`src/design/q3k_pkg.sv`:
```
// ----------------------------------------------------------------------------
// q3k_pkg: shared types and constants for the 3-bit K-quant block unpacker
// Block layout, emit command type and the half-by-scale product function.
// ----------------------------------------------------------------------------
package q3k_pkg;

    localparam int WORDS_PER_BLOCK = 55;
    localparam int HMASK_BASE      = 0;
    localparam int QS_BASE         = 16;
    localparam int SCALES_BASE     = 48;
    localparam int D_WORD          = 54;
    localparam int GROUPS          = 64;
    localparam int CMD_DEPTH       = 2;

    // Command from the loader to the emitter: which bank holds a full block.
    typedef struct packed {
        logic bank;
    } cmd_t;

    // Exact float32 bits of half h times signed 6-bit s.
    function automatic logic [31:0] scale_times_d(input logic [15:0] h,
                                                  input logic signed [5:0] s);
        logic        hs;
        logic [4:0]  he;
        logic [9:0]  hm;
        logic        ss;
        logic [5:0]  sa;
        logic [10:0] sig;
        logic [16:0] prod;
        logic [4:0]  lz;
        logic [16:0] norm;
        logic [8:0]  ex;
        logic [31:0] r;
        hs   = h[15];
        he   = h[14:10];
        hm   = h[9:0];
        ss   = s[5];
        sa   = ss ? 6'(-s) : 6'(s);
        sig  = (he == 5'd0) ? {1'b0, hm} : {1'b1, hm};
        prod = 17'(sig) * 17'(sa);
        lz   = 5'd0;
        for (int i = 0; i < 17; i++)
        begin
            if (prod[i])
                lz = 5'(16 - i);
        end
        norm = prod << lz;
        // Value = prod * 2^(e-25) with e at least 1; top bit position 16-lz.
        ex   = 9'((he == 5'd0) ? 1 : he) + 9'd118 - 9'(lz);
        r    = {hs ^ ss, ex[7:0], norm[15:0], 7'd0};
        if (he == 5'h1F)
        begin
            if (hm != 10'd0)
                r = {hs, 31'h7FC00000 >> 0} | {9'd0, hm, 13'd0};
            else if (sa == 6'd0)
                r = 32'h7FC00000;
            else
                r = {hs ^ ss, 31'h7F800000};
        end
        else if (prod == 17'd0)
            r = {hs ^ ss, 31'd0};
        return r;
    endfunction

endpackage

```
`src/design/q3k_block_unpack_unit.sv`:
```
// ----------------------------------------------------------------------------
// q3k_block_unpack_unit: 3-bit K-quant block unpacker, top level
// Loads 55-word blocks and emits 64 decoded quant groups per block.
// ----------------------------------------------------------------------------
// Input: write one 16-bit word per beat with push while full is low; 55
// words form a block (mask, quants, scales, then the half scale d).
// Output: while empty is low the next group is on the result ports; pop
// takes it. Groups come out in ascending word_index, last_of_block on 63.
// Two block banks let the next block load while the previous drains; full
// rises once a loaded block waits for the emitter and stays high until the
// emitter takes it, so the input stalls for most of each block drain.
// Input takes one word per cycle while full is low. Each group is gathered
// by the emitter with one memory read per cycle from the single read port,
// the final read's data waiting for a free output register: groups below
// 16 take nine reads (quants, high bits, scales, d) and carry a scale, other
// groups only the quant and high-bit reads and no scale.
// A stalled pop holds the output register and the emitter.
// Reset clears counters and queues; block memory is not cleared.
// ----------------------------------------------------------------------------
module q3k_block_unpack_unit (
    input  logic        clk,
    input  logic        rst_n,
    input  logic        push,
    output logic        full,
    input  logic [15:0] half_word,
    output logic        empty,
    input  logic        pop,
    output logic [5:0]  word_index,
    output logic signed [2:0] quant_lane0,
    output logic signed [2:0] quant_lane1,
    output logic signed [2:0] quant_lane2,
    output logic signed [2:0] quant_lane3,
    output logic        scale_valid,
    output logic signed [5:0] scale_signed,
    output logic [31:0] scale_product,
    output logic        last_of_block
);
    logic          wr_en;
    logic [6:0]    wr_addr;
    logic [15:0]   wr_data;
    logic          cmd_valid;
    logic          cmd_take;
    q3k_pkg::cmd_t cmd;

    q3k_loader u_loader (
        .clk(clk), .rst_n(rst_n), .push(push), .full(full),
        .half_word(half_word), .wr_en(wr_en), .wr_addr(wr_addr),
        .wr_data(wr_data), .cmd_valid(cmd_valid), .cmd(cmd), .cmd_take(cmd_take)
    );

    q3k_emitter u_emitter (
        .clk(clk), .rst_n(rst_n), .wr_en(wr_en), .wr_addr(wr_addr),
        .wr_data(wr_data), .cmd_valid(cmd_valid), .cmd(cmd), .cmd_take(cmd_take),
        .empty(empty), .pop(pop), .word_index(word_index),
        .quant_lane0(quant_lane0), .quant_lane1(quant_lane1),
        .quant_lane2(quant_lane2), .quant_lane3(quant_lane3),
        .scale_valid(scale_valid), .scale_signed(scale_signed),
        .scale_product(scale_product), .last_of_block(last_of_block)
    );
endmodule

```
`src/design/q3k_loader.sv`:
```
// ----------------------------------------------------------------------------
// q3k_loader: input side of the unpacker
// Counts incoming words into one of two banks and queues a command per block.
// ----------------------------------------------------------------------------
module q3k_loader (
    input  logic        clk,
    input  logic        rst_n,
    input  logic        push,
    output logic        full,
    input  logic [15:0] half_word,
    output logic        wr_en,
    output logic [6:0]  wr_addr,
    output logic [15:0] wr_data,
    output logic        cmd_valid,
    output q3k_pkg::cmd_t cmd,
    input  logic        cmd_take
);
    logic [5:0] count_reg, count_next;
    logic       bank_reg, bank_next;
    logic [1:0] fill_reg, fill_next;
    logic       acc;
    logic       done;

    // One bank drains while the other loads; full rises while a loaded block
    // still waits for the emitter, as the other bank may still be draining.
    assign full    = (fill_reg == 2'(q3k_pkg::CMD_DEPTH - 1));
    assign acc     = push && !full;
    assign done    = acc && (count_reg == 6'(q3k_pkg::WORDS_PER_BLOCK - 1));
    assign wr_en   = acc;
    assign wr_addr = {bank_reg, count_reg};
    assign wr_data = half_word;

    always_comb
    begin
        count_next = count_reg;
        bank_next  = bank_reg;
        fill_next  = fill_reg;
        if (acc)
            count_next = done ? 6'd0 : count_reg + 6'd1;
        if (done)
            bank_next = ~bank_reg;
        fill_next = fill_reg + 2'(done) - 2'(cmd_take);
    end

    always_ff @(posedge clk or negedge rst_n)
    begin
        if (!rst_n)
        begin
            count_reg <= 6'd0;
            bank_reg  <= 1'b0;
            fill_reg  <= 2'd0;
        end
        else
        begin
            count_reg <= count_next;
            bank_reg  <= bank_next;
            fill_reg  <= fill_next;
        end
    end

    // The emitter always drains the older bank first.
    logic rd_bank_reg;
    always_ff @(posedge clk or negedge rst_n)
    begin
        if (!rst_n)
            rd_bank_reg <= 1'b0;
        else if (cmd_take)
            rd_bank_reg <= ~rd_bank_reg;
    end
    assign cmd_valid = (fill_reg != 2'd0);
    assign cmd.bank  = rd_bank_reg;

    assert property (@(posedge clk) disable iff (!rst_n) cmd_take |-> cmd_valid)
        else $error("command taken with none queued");
    assert property (@(posedge clk) disable iff (!rst_n) full |-> !wr_en)
        else $error("write while both banks busy");
    assert property (@(posedge clk) disable iff (!rst_n) fill_reg <= 2'd2)
        else $error("bank fill overflow");
endmodule

```
`src/design/q3k_emitter.sv`:
```
// ----------------------------------------------------------------------------
// q3k_emitter: output side of the unpacker
// Holds the block banks and reads words per group into the result register.
// ----------------------------------------------------------------------------
module q3k_emitter (
    input  logic        clk,
    input  logic        rst_n,
    input  logic        wr_en,
    input  logic [6:0]  wr_addr,
    input  logic [15:0] wr_data,
    input  logic        cmd_valid,
    input  q3k_pkg::cmd_t cmd,
    output logic        cmd_take,
    output logic        empty,
    input  logic        pop,
    output logic [5:0]  word_index,
    output logic signed [2:0] quant_lane0,
    output logic signed [2:0] quant_lane1,
    output logic signed [2:0] quant_lane2,
    output logic signed [2:0] quant_lane3,
    output logic        scale_valid,
    output logic signed [5:0] scale_signed,
    output logic [31:0] scale_product,
    output logic        last_of_block
);
    logic [15:0] mem [0:127];
    logic [15:0] rd_data_reg;

    // Per group reads ql lo/hi, qh lo/hi; below 16 also sc lo/hi, sh lo/hi, d.
    logic        busy_reg;
    logic [5:0]  k_reg;
    logic [3:0]  step_reg;
    logic [3:0]  last_step;
    logic [5:0]  rd_addr;
    logic        rd_valid_reg;
    logic [3:0]  rd_step_reg;
    logic [31:0] ql_reg, qh_reg, lo_reg, hi_reg;
    logic        out_full_reg;
    logic        slot_free;
    logic [5:0]  grp;
    logic [1:0]  l;
    logic [1:0]  ksc;

    assign grp       = {2'b00, k_reg[5], k_reg[2:0]};
    assign l         = k_reg[4:3];
    assign ksc       = k_reg[3:2];
    assign last_step = (k_reg < 6'd16) ? 4'd8 : 4'd3;
    assign slot_free = !out_full_reg || pop;

    always_comb
    begin
        case (step_reg)
            4'd0:    rd_addr = 6'(q3k_pkg::QS_BASE) + {grp[4:0], 1'b0};
            4'd1:    rd_addr = 6'(q3k_pkg::QS_BASE) + {grp[4:0], 1'b0} + 6'd1;
            4'd2:    rd_addr = {2'b00, grp[2:0], 1'b0};
            4'd3:    rd_addr = {2'b00, grp[2:0], 1'b1};
            4'd4:    rd_addr = 6'(q3k_pkg::SCALES_BASE) + {4'd0, ksc[0], 1'b0};
            4'd5:    rd_addr = 6'(q3k_pkg::SCALES_BASE) + {4'd0, ksc[0], 1'b1};
            4'd6:    rd_addr = 6'(q3k_pkg::SCALES_BASE + 4);
            4'd7:    rd_addr = 6'(q3k_pkg::SCALES_BASE + 5);
            default: rd_addr = 6'(q3k_pkg::D_WORD);
        endcase
    end

    logic bank_reg;
    logic issue;
    // The final read of a group is issued once; its data then waits for a slot.
    assign issue    = busy_reg && !(rd_step_reg == last_step && rd_valid_reg);
    assign cmd_take = !busy_reg && cmd_valid && !out_full_reg;

    always_ff @(posedge clk)
    begin
        if (wr_en)
            mem[wr_addr] <= wr_data;
        rd_data_reg <= mem[{bank_reg, rd_addr}];
    end

    // Sequencer: one read per cycle, the final read's data completes a beat.
    logic finish;
    assign finish = rd_valid_reg && rd_step_reg == last_step && slot_free;

    always_ff @(posedge clk or negedge rst_n)
    begin
        if (!rst_n)
        begin
            busy_reg     <= 1'b0;
            k_reg        <= 6'd0;
            step_reg     <= 4'd0;
            rd_valid_reg <= 1'b0;
            rd_step_reg  <= 4'd0;
            bank_reg     <= 1'b0;
            out_full_reg <= 1'b0;
        end
        else
        begin
            if (pop)
                out_full_reg <= 1'b0;
            rd_valid_reg <= 1'b0;
            if (cmd_take)
            begin
                busy_reg <= 1'b1;
                bank_reg <= cmd.bank;
                k_reg    <= 6'd0;
                step_reg <= 4'd0;
            end
            else if (busy_reg)
            begin
                if (finish)
                begin
                    out_full_reg <= 1'b1;
                    step_reg     <= 4'd0;
                    k_reg        <= k_reg + 6'd1;
                    if (k_reg == 6'(q3k_pkg::GROUPS - 1))
                        busy_reg <= 1'b0;
                end
                else if (issue)
                begin
                    rd_valid_reg <= 1'b1;
                    rd_step_reg  <= step_reg;
                    if (step_reg != last_step)
                        step_reg <= step_reg + 4'd1;
                end
                else
                begin
                    rd_valid_reg <= rd_valid_reg;
                end
            end
        end
    end

    always_ff @(posedge clk)
    begin
        if (rd_valid_reg)
        begin
            case (rd_step_reg)
                4'd0:    ql_reg[15:0]  <= rd_data_reg;
                4'd1:    ql_reg[31:16] <= rd_data_reg;
                4'd2:    qh_reg[15:0]  <= rd_data_reg;
                4'd3:    qh_reg[31:16] <= rd_data_reg;
                4'd4:    lo_reg[15:0]  <= rd_data_reg;
                4'd5:    lo_reg[31:16] <= rd_data_reg;
                4'd6:    hi_reg[15:0]  <= rd_data_reg;
                4'd7:    hi_reg[31:16] <= rd_data_reg;
                default: ;
            endcase
        end
    end

    // Result assembly from the gathered words; the last read arrives directly.
    logic [31:0] qh_w;
    logic [31:0] hi_w;
    logic [4:0]  hshift;
    logic [2:0]  q [4];
    logic [5:0]  v;
    logic signed [5:0] s;
    always_comb
    begin
        qh_w   = (last_step == 4'd3) ? {rd_data_reg, qh_reg[15:0]} : qh_reg;
        hi_w   = {hi_reg[31:16], hi_reg[15:0]};
        hshift = {grp[4:3], 2'b00} + 5'(l);
        for (int j = 0; j < 4; j++)
        begin
            q[j][1:0] = 2'(ql_reg >> (8 * j + 2 * l));
            q[j][2]   = qh_w[8 * j + hshift];
        end
        v = {2'(hi_w >> (8 * k_reg[1:0] + 2 * ksc)),
             4'(lo_reg >> (8 * k_reg[1:0] + 4 * ksc[1]))};
        s = signed'(v ^ 6'h20);
    end

    always_ff @(posedge clk)
    begin
        if (finish)
        begin
            word_index    <= k_reg;
            quant_lane0   <= signed'(q[0] ^ 3'd4);
            quant_lane1   <= signed'(q[1] ^ 3'd4);
            quant_lane2   <= signed'(q[2] ^ 3'd4);
            quant_lane3   <= signed'(q[3] ^ 3'd4);
            scale_valid   <= (last_step == 4'd8);
            scale_signed  <= (last_step == 4'd8) ? s : 6'sd0;
            scale_product <= (last_step == 4'd8) ?
                             q3k_pkg::scale_times_d(rd_data_reg, s) : 32'd0;
            last_of_block <= (k_reg == 6'(q3k_pkg::GROUPS - 1));
        end
    end

    assign empty = !out_full_reg;

    assert property (@(posedge clk) disable iff (!rst_n) finish |-> busy_reg)
        else $error("beat built while idle");
    assert property (@(posedge clk) disable iff (!rst_n)
        (out_full_reg && !pop) |=> (out_full_reg && $stable(word_index)))
        else $error("waiting beat lost");
    assert property (@(posedge clk) disable iff (!rst_n) cmd_take |-> !busy_reg)
        else $error("block taken while busy");
endmodule
```
`config.mk`:
```
export PLATFORM = sky130hd
export DESIGN_NAME = q3k_block_unpack_unit
export DESIGN_NICKNAME = d
export VERILOG_FILES = /design/src/design/q3k_pkg.sv /design/src/design/q3k_block_unpack_unit.sv /design/src/design/q3k_loader.sv /design/src/design/q3k_emitter.sv
export SDC_FILE = /design/constraint.sdc
export NUM_CORES = 2
export LEC_CHECK = 0
export BUFFER_PORTS_ARGS = -buffer_cell sky130_fd_sc_hd__buf_4
export CAP_MARGIN = 10
export CORE_ASPECT_RATIO = 0.9
export CORE_MARGIN = 2
export CORE_UTILIZATION = 50
export DETAILED_ROUTE_END_ITERATION = 10
export GPL_TIMING_DRIVEN = 1
export PLACE_DENSITY = 0.7
export SLEW_MARGIN = 5
export SYNTH_ARGS = -nofsm -noshare
export SYNTH_HDL_FRONTEND = slang
export SYNTH_SLANG_ARGS = --single-unit
```
`constraint.sdc`:
```
create_clock -name clk -period 24.3 [get_ports clk]
set_input_delay 2.43 -clock clk [delete_from_list [all_inputs] [get_ports clk]]
set_output_delay 2.43 -clock clk [all_outputs]
set_load 0.05 [all_outputs]
```
==> reports/qor.csv <==
metric,value,unit
status,"finished, final reports clean",
dpl hpwl,123400,um
mapped cell area,91380,sq um
worst reg2reg startpoint,u_emitter.k_reg[3]$_DFFE_PN0P_,
CP Launch Type,register,
starting density of the core,50.46,%
Synth top area share,72.92,%
Fin Setup TNS,0,ns
synth top area cells,"edfxtp_1, mux4_2, a211oi_1",
Sink Count,2263,
largest net degree at the start of global routing,120,
synthesized flop and latch total,2263,
Post-layout nets,4978,
Core Rows,148,
critical path arrival,9.86,ns
clock latency on the worst-skew pair,0.85,ns
Tot GR Track Use,23.53,%
post-route ant nets,0,
Finished Layout Cells,7465,
IO Pins,80,
TritonCTS buffer count,216,
utilization after layout,56.42,%
number of buffers and inverters on the critical path,4,
CTS H-tree depth,4,
# Post-CTS Setup Buffers,0,
Rel. slew slack,15.12,%
min Tclk post-route,9.300,ns
endpoints failing setup,0,
GP Congestion,0.8580,
CP max stage delay,0.90,ns
Top delay family on crit path,adder cells,
Yosys warnings,0,
synth unique cells,77,
most frequent cells in the layout,"edfxtp_1, mux4_2, nand2_1, buf_4, clkbuf_16",
hold_buf cts,0,
Crit Path Max Fanout,18,
Critical Path Start,u_emitter.k_reg[3]$_DFFE_PN0P_,
drt wl/cell,29.22,um
chip height,409.6,um
sequential element share of the synthesized area,74.04,%
"Slew Viols, Final",0,
share of cells above drive strength 1,23.20,%
Vias,46750,
Yosys top cell by area,edfxtp_1,
hold_sp,u_loader.cmd$_DFFE_PN0P_,
CP required,24.86,ns
Root Driver,clkbuf_16,
critical path type,reg2reg,
cell count after synthesis,4646,
Worst-Margin Slew,1.266,ns
vias per cell,6.263,
Iter 0 DRT Violations,6403,
WL final,218100,um
"commonest non-fill, non-tap cell in the layout",edfxtp_1,
clk_skew,0.05265,ns
"FFs w/ async S/R, synth",1.237,%
residual DRC count,0,
Main synth FF type,edfxtp_1,
final count of hold timing violations,0,
Worst Hold Class,reg2reg,
IO Port Bufs,72,
drt pass-1 iters,5,
"EDFF count, synth",2219,
CP max stage cell,xnor2_1,
placed insts,7053,
CTS tree,built,
Die Wd,454.6,um
filler cell count,13280,
# Max-Cap Violations,0,
mean post-synth cell area,19.67,sq um
Worst-path clk slew,0.06,ns
P&R area growth vs syn,11.83,%
antenna violations before repair,5,
max reg flops,2048,
grt total ovfl,0,
vias in the first global route,46420,
Clock Path Buffers,3,
fin crit share,38.27,%
Reg with most FFs,u_emitter.mem,
PostCTS Resize Cnt,0,
crit end category,register,
Peak Freq,0.1075,GHz
first-pass GRT wire length,320100,um
Die ar.,186200,sq um
RSZ-0062 raised after global routing,false,
CORE AREA,181100,sq um
final timing paths:
path / endpoint / slack, ns / cells after the start
worst min register to register: u_loader.cmd$_DFFE_PN0P_ / 0.52 / 1
worst min-delay path: u_loader.cmd$_DFFE_PN0P_ / 0.52 / 1
max in group asynchronous: u_emitter.k_reg[3]$_DFFE_PN0P_ / 22.35 / 1
min in group asynchronous: u_emitter.k_reg[5]$_DFFE_PN0P_ / 1.56 / 1
worst max register to register: u_emitter.scale_product[28]$_SDFFCE_PN0P_ / 15.00 / 28
worst max-delay path: u_emitter.scale_product[28]$_SDFFCE_PN0P_ / 15.00 / 28
metrics by stage:
step,cell area (sq um),worst slack (ns),hold slack [ns]
finish,102200,15.00,0.5199
global route,102200,14.27,0.5121
CTS,102100,14.98,0.5150
detailed placement,95080,15.02,0.5042
global placement,95080,15.13,0.4616
floorplan,91400,16.25,0.4196
synth_stat cells (5+ instances only):
| cell type | count |
|---|---|
| buf_6 | 32 |
| dfrtp_1 | 28 |
| and2_1 | 158 |
| inv_1 | 62 |
| mux2i_1 | 31 |
| or3_1 | 8 |
| or2_2 | 8 |
| xor2_1 | 16 |
| a21oi_1 | 88 |
| clkbuf_1 | 188 |
| a311oi_1 | 67 |
| o22ai_1 | 12 |
| nor2b_1 | 31 |
| buf_4 | 21 |
| a211oi_2 | 15 |
| nand2_1 | 321 |
| mux4_1 | 13 |
| xnor2_1 | 17 |
| edfxtp_1 | 2219 |
| nand3b_1 | 6 |
| buf_12 | 16 |
| ha_1 | 45 |
| fa_1 | 38 |
| mux4_2 | 532 |
| o21a_1 | 7 |
| dfxtp_1 | 16 |
| nor2_1 | 203 |
| a21o_1 | 26 |
| a211oi_1 | 165 |
| nand4_1 | 6 |
| nand3_1 | 29 |
| buf_2 | 20 |
| o21ai_0 | 22 |
| a221oi_1 | 5 |
| nor3_1 | 15 |
| nand2b_1 | 17 |
| and3_1 | 6 |
| a31oi_1 | 71 |
cells by family after synthesis:
| group | Yosys count | synth area share (%) |
|---|---|---|
| xor gates and xnor gates | 33 | 0.3163 |
| AOI/OAI and AO/OA | 515 | 4.032 |
| buffers and inverters | 349 | 2.125 |
| and+or+nand+nor | 824 | 4.184 |
| DFF | 2263 | 74.04 |
| muxes | 578 | 13.85 |
| adders and majority gates | 83 | 1.449 |
| other | 1 | 0.004104 |
worst reg2reg max path, delay by kind of cell (launching register included):
family	cells	cell delay, ns
buf+inv	4	0.44
compound gates	9	2.27
flops	1	0.70
fa+ha+maj	8	3.15
mux	2	0.99
xor+xnor	3	1.28
simple gates	2	0.21
final cells by class:
cell class                 instances  area, sq um  area share, %
inverter                          66        252.7         0.2473
multi-input combinational       2040        21930          21.46
clock inverter                   136         1376          1.347
sequential                      2263        67660          66.21
clock buffer                     271         5684          5.563
timing repair buffer             288         2282          2.233
antenna                            1        2.502       0.002449
tap                             2400         3003          2.939
routing by layer:
metal | global-route usage [%] | wire length, um | vias to the layer above
li1 | - | - | 19400
met1 | 34.52 | 88440 | 24630
met2 | 36.36 | 103300 | 2386
met3 | 4.754 | 20730 | 331
met4 | 6.291 | 5677 | 4
met5 | 0 | 23 | -
Power is not shown: default switching activity piles up to over one toggle a cycle in this logic, so the estimate is an artifact.
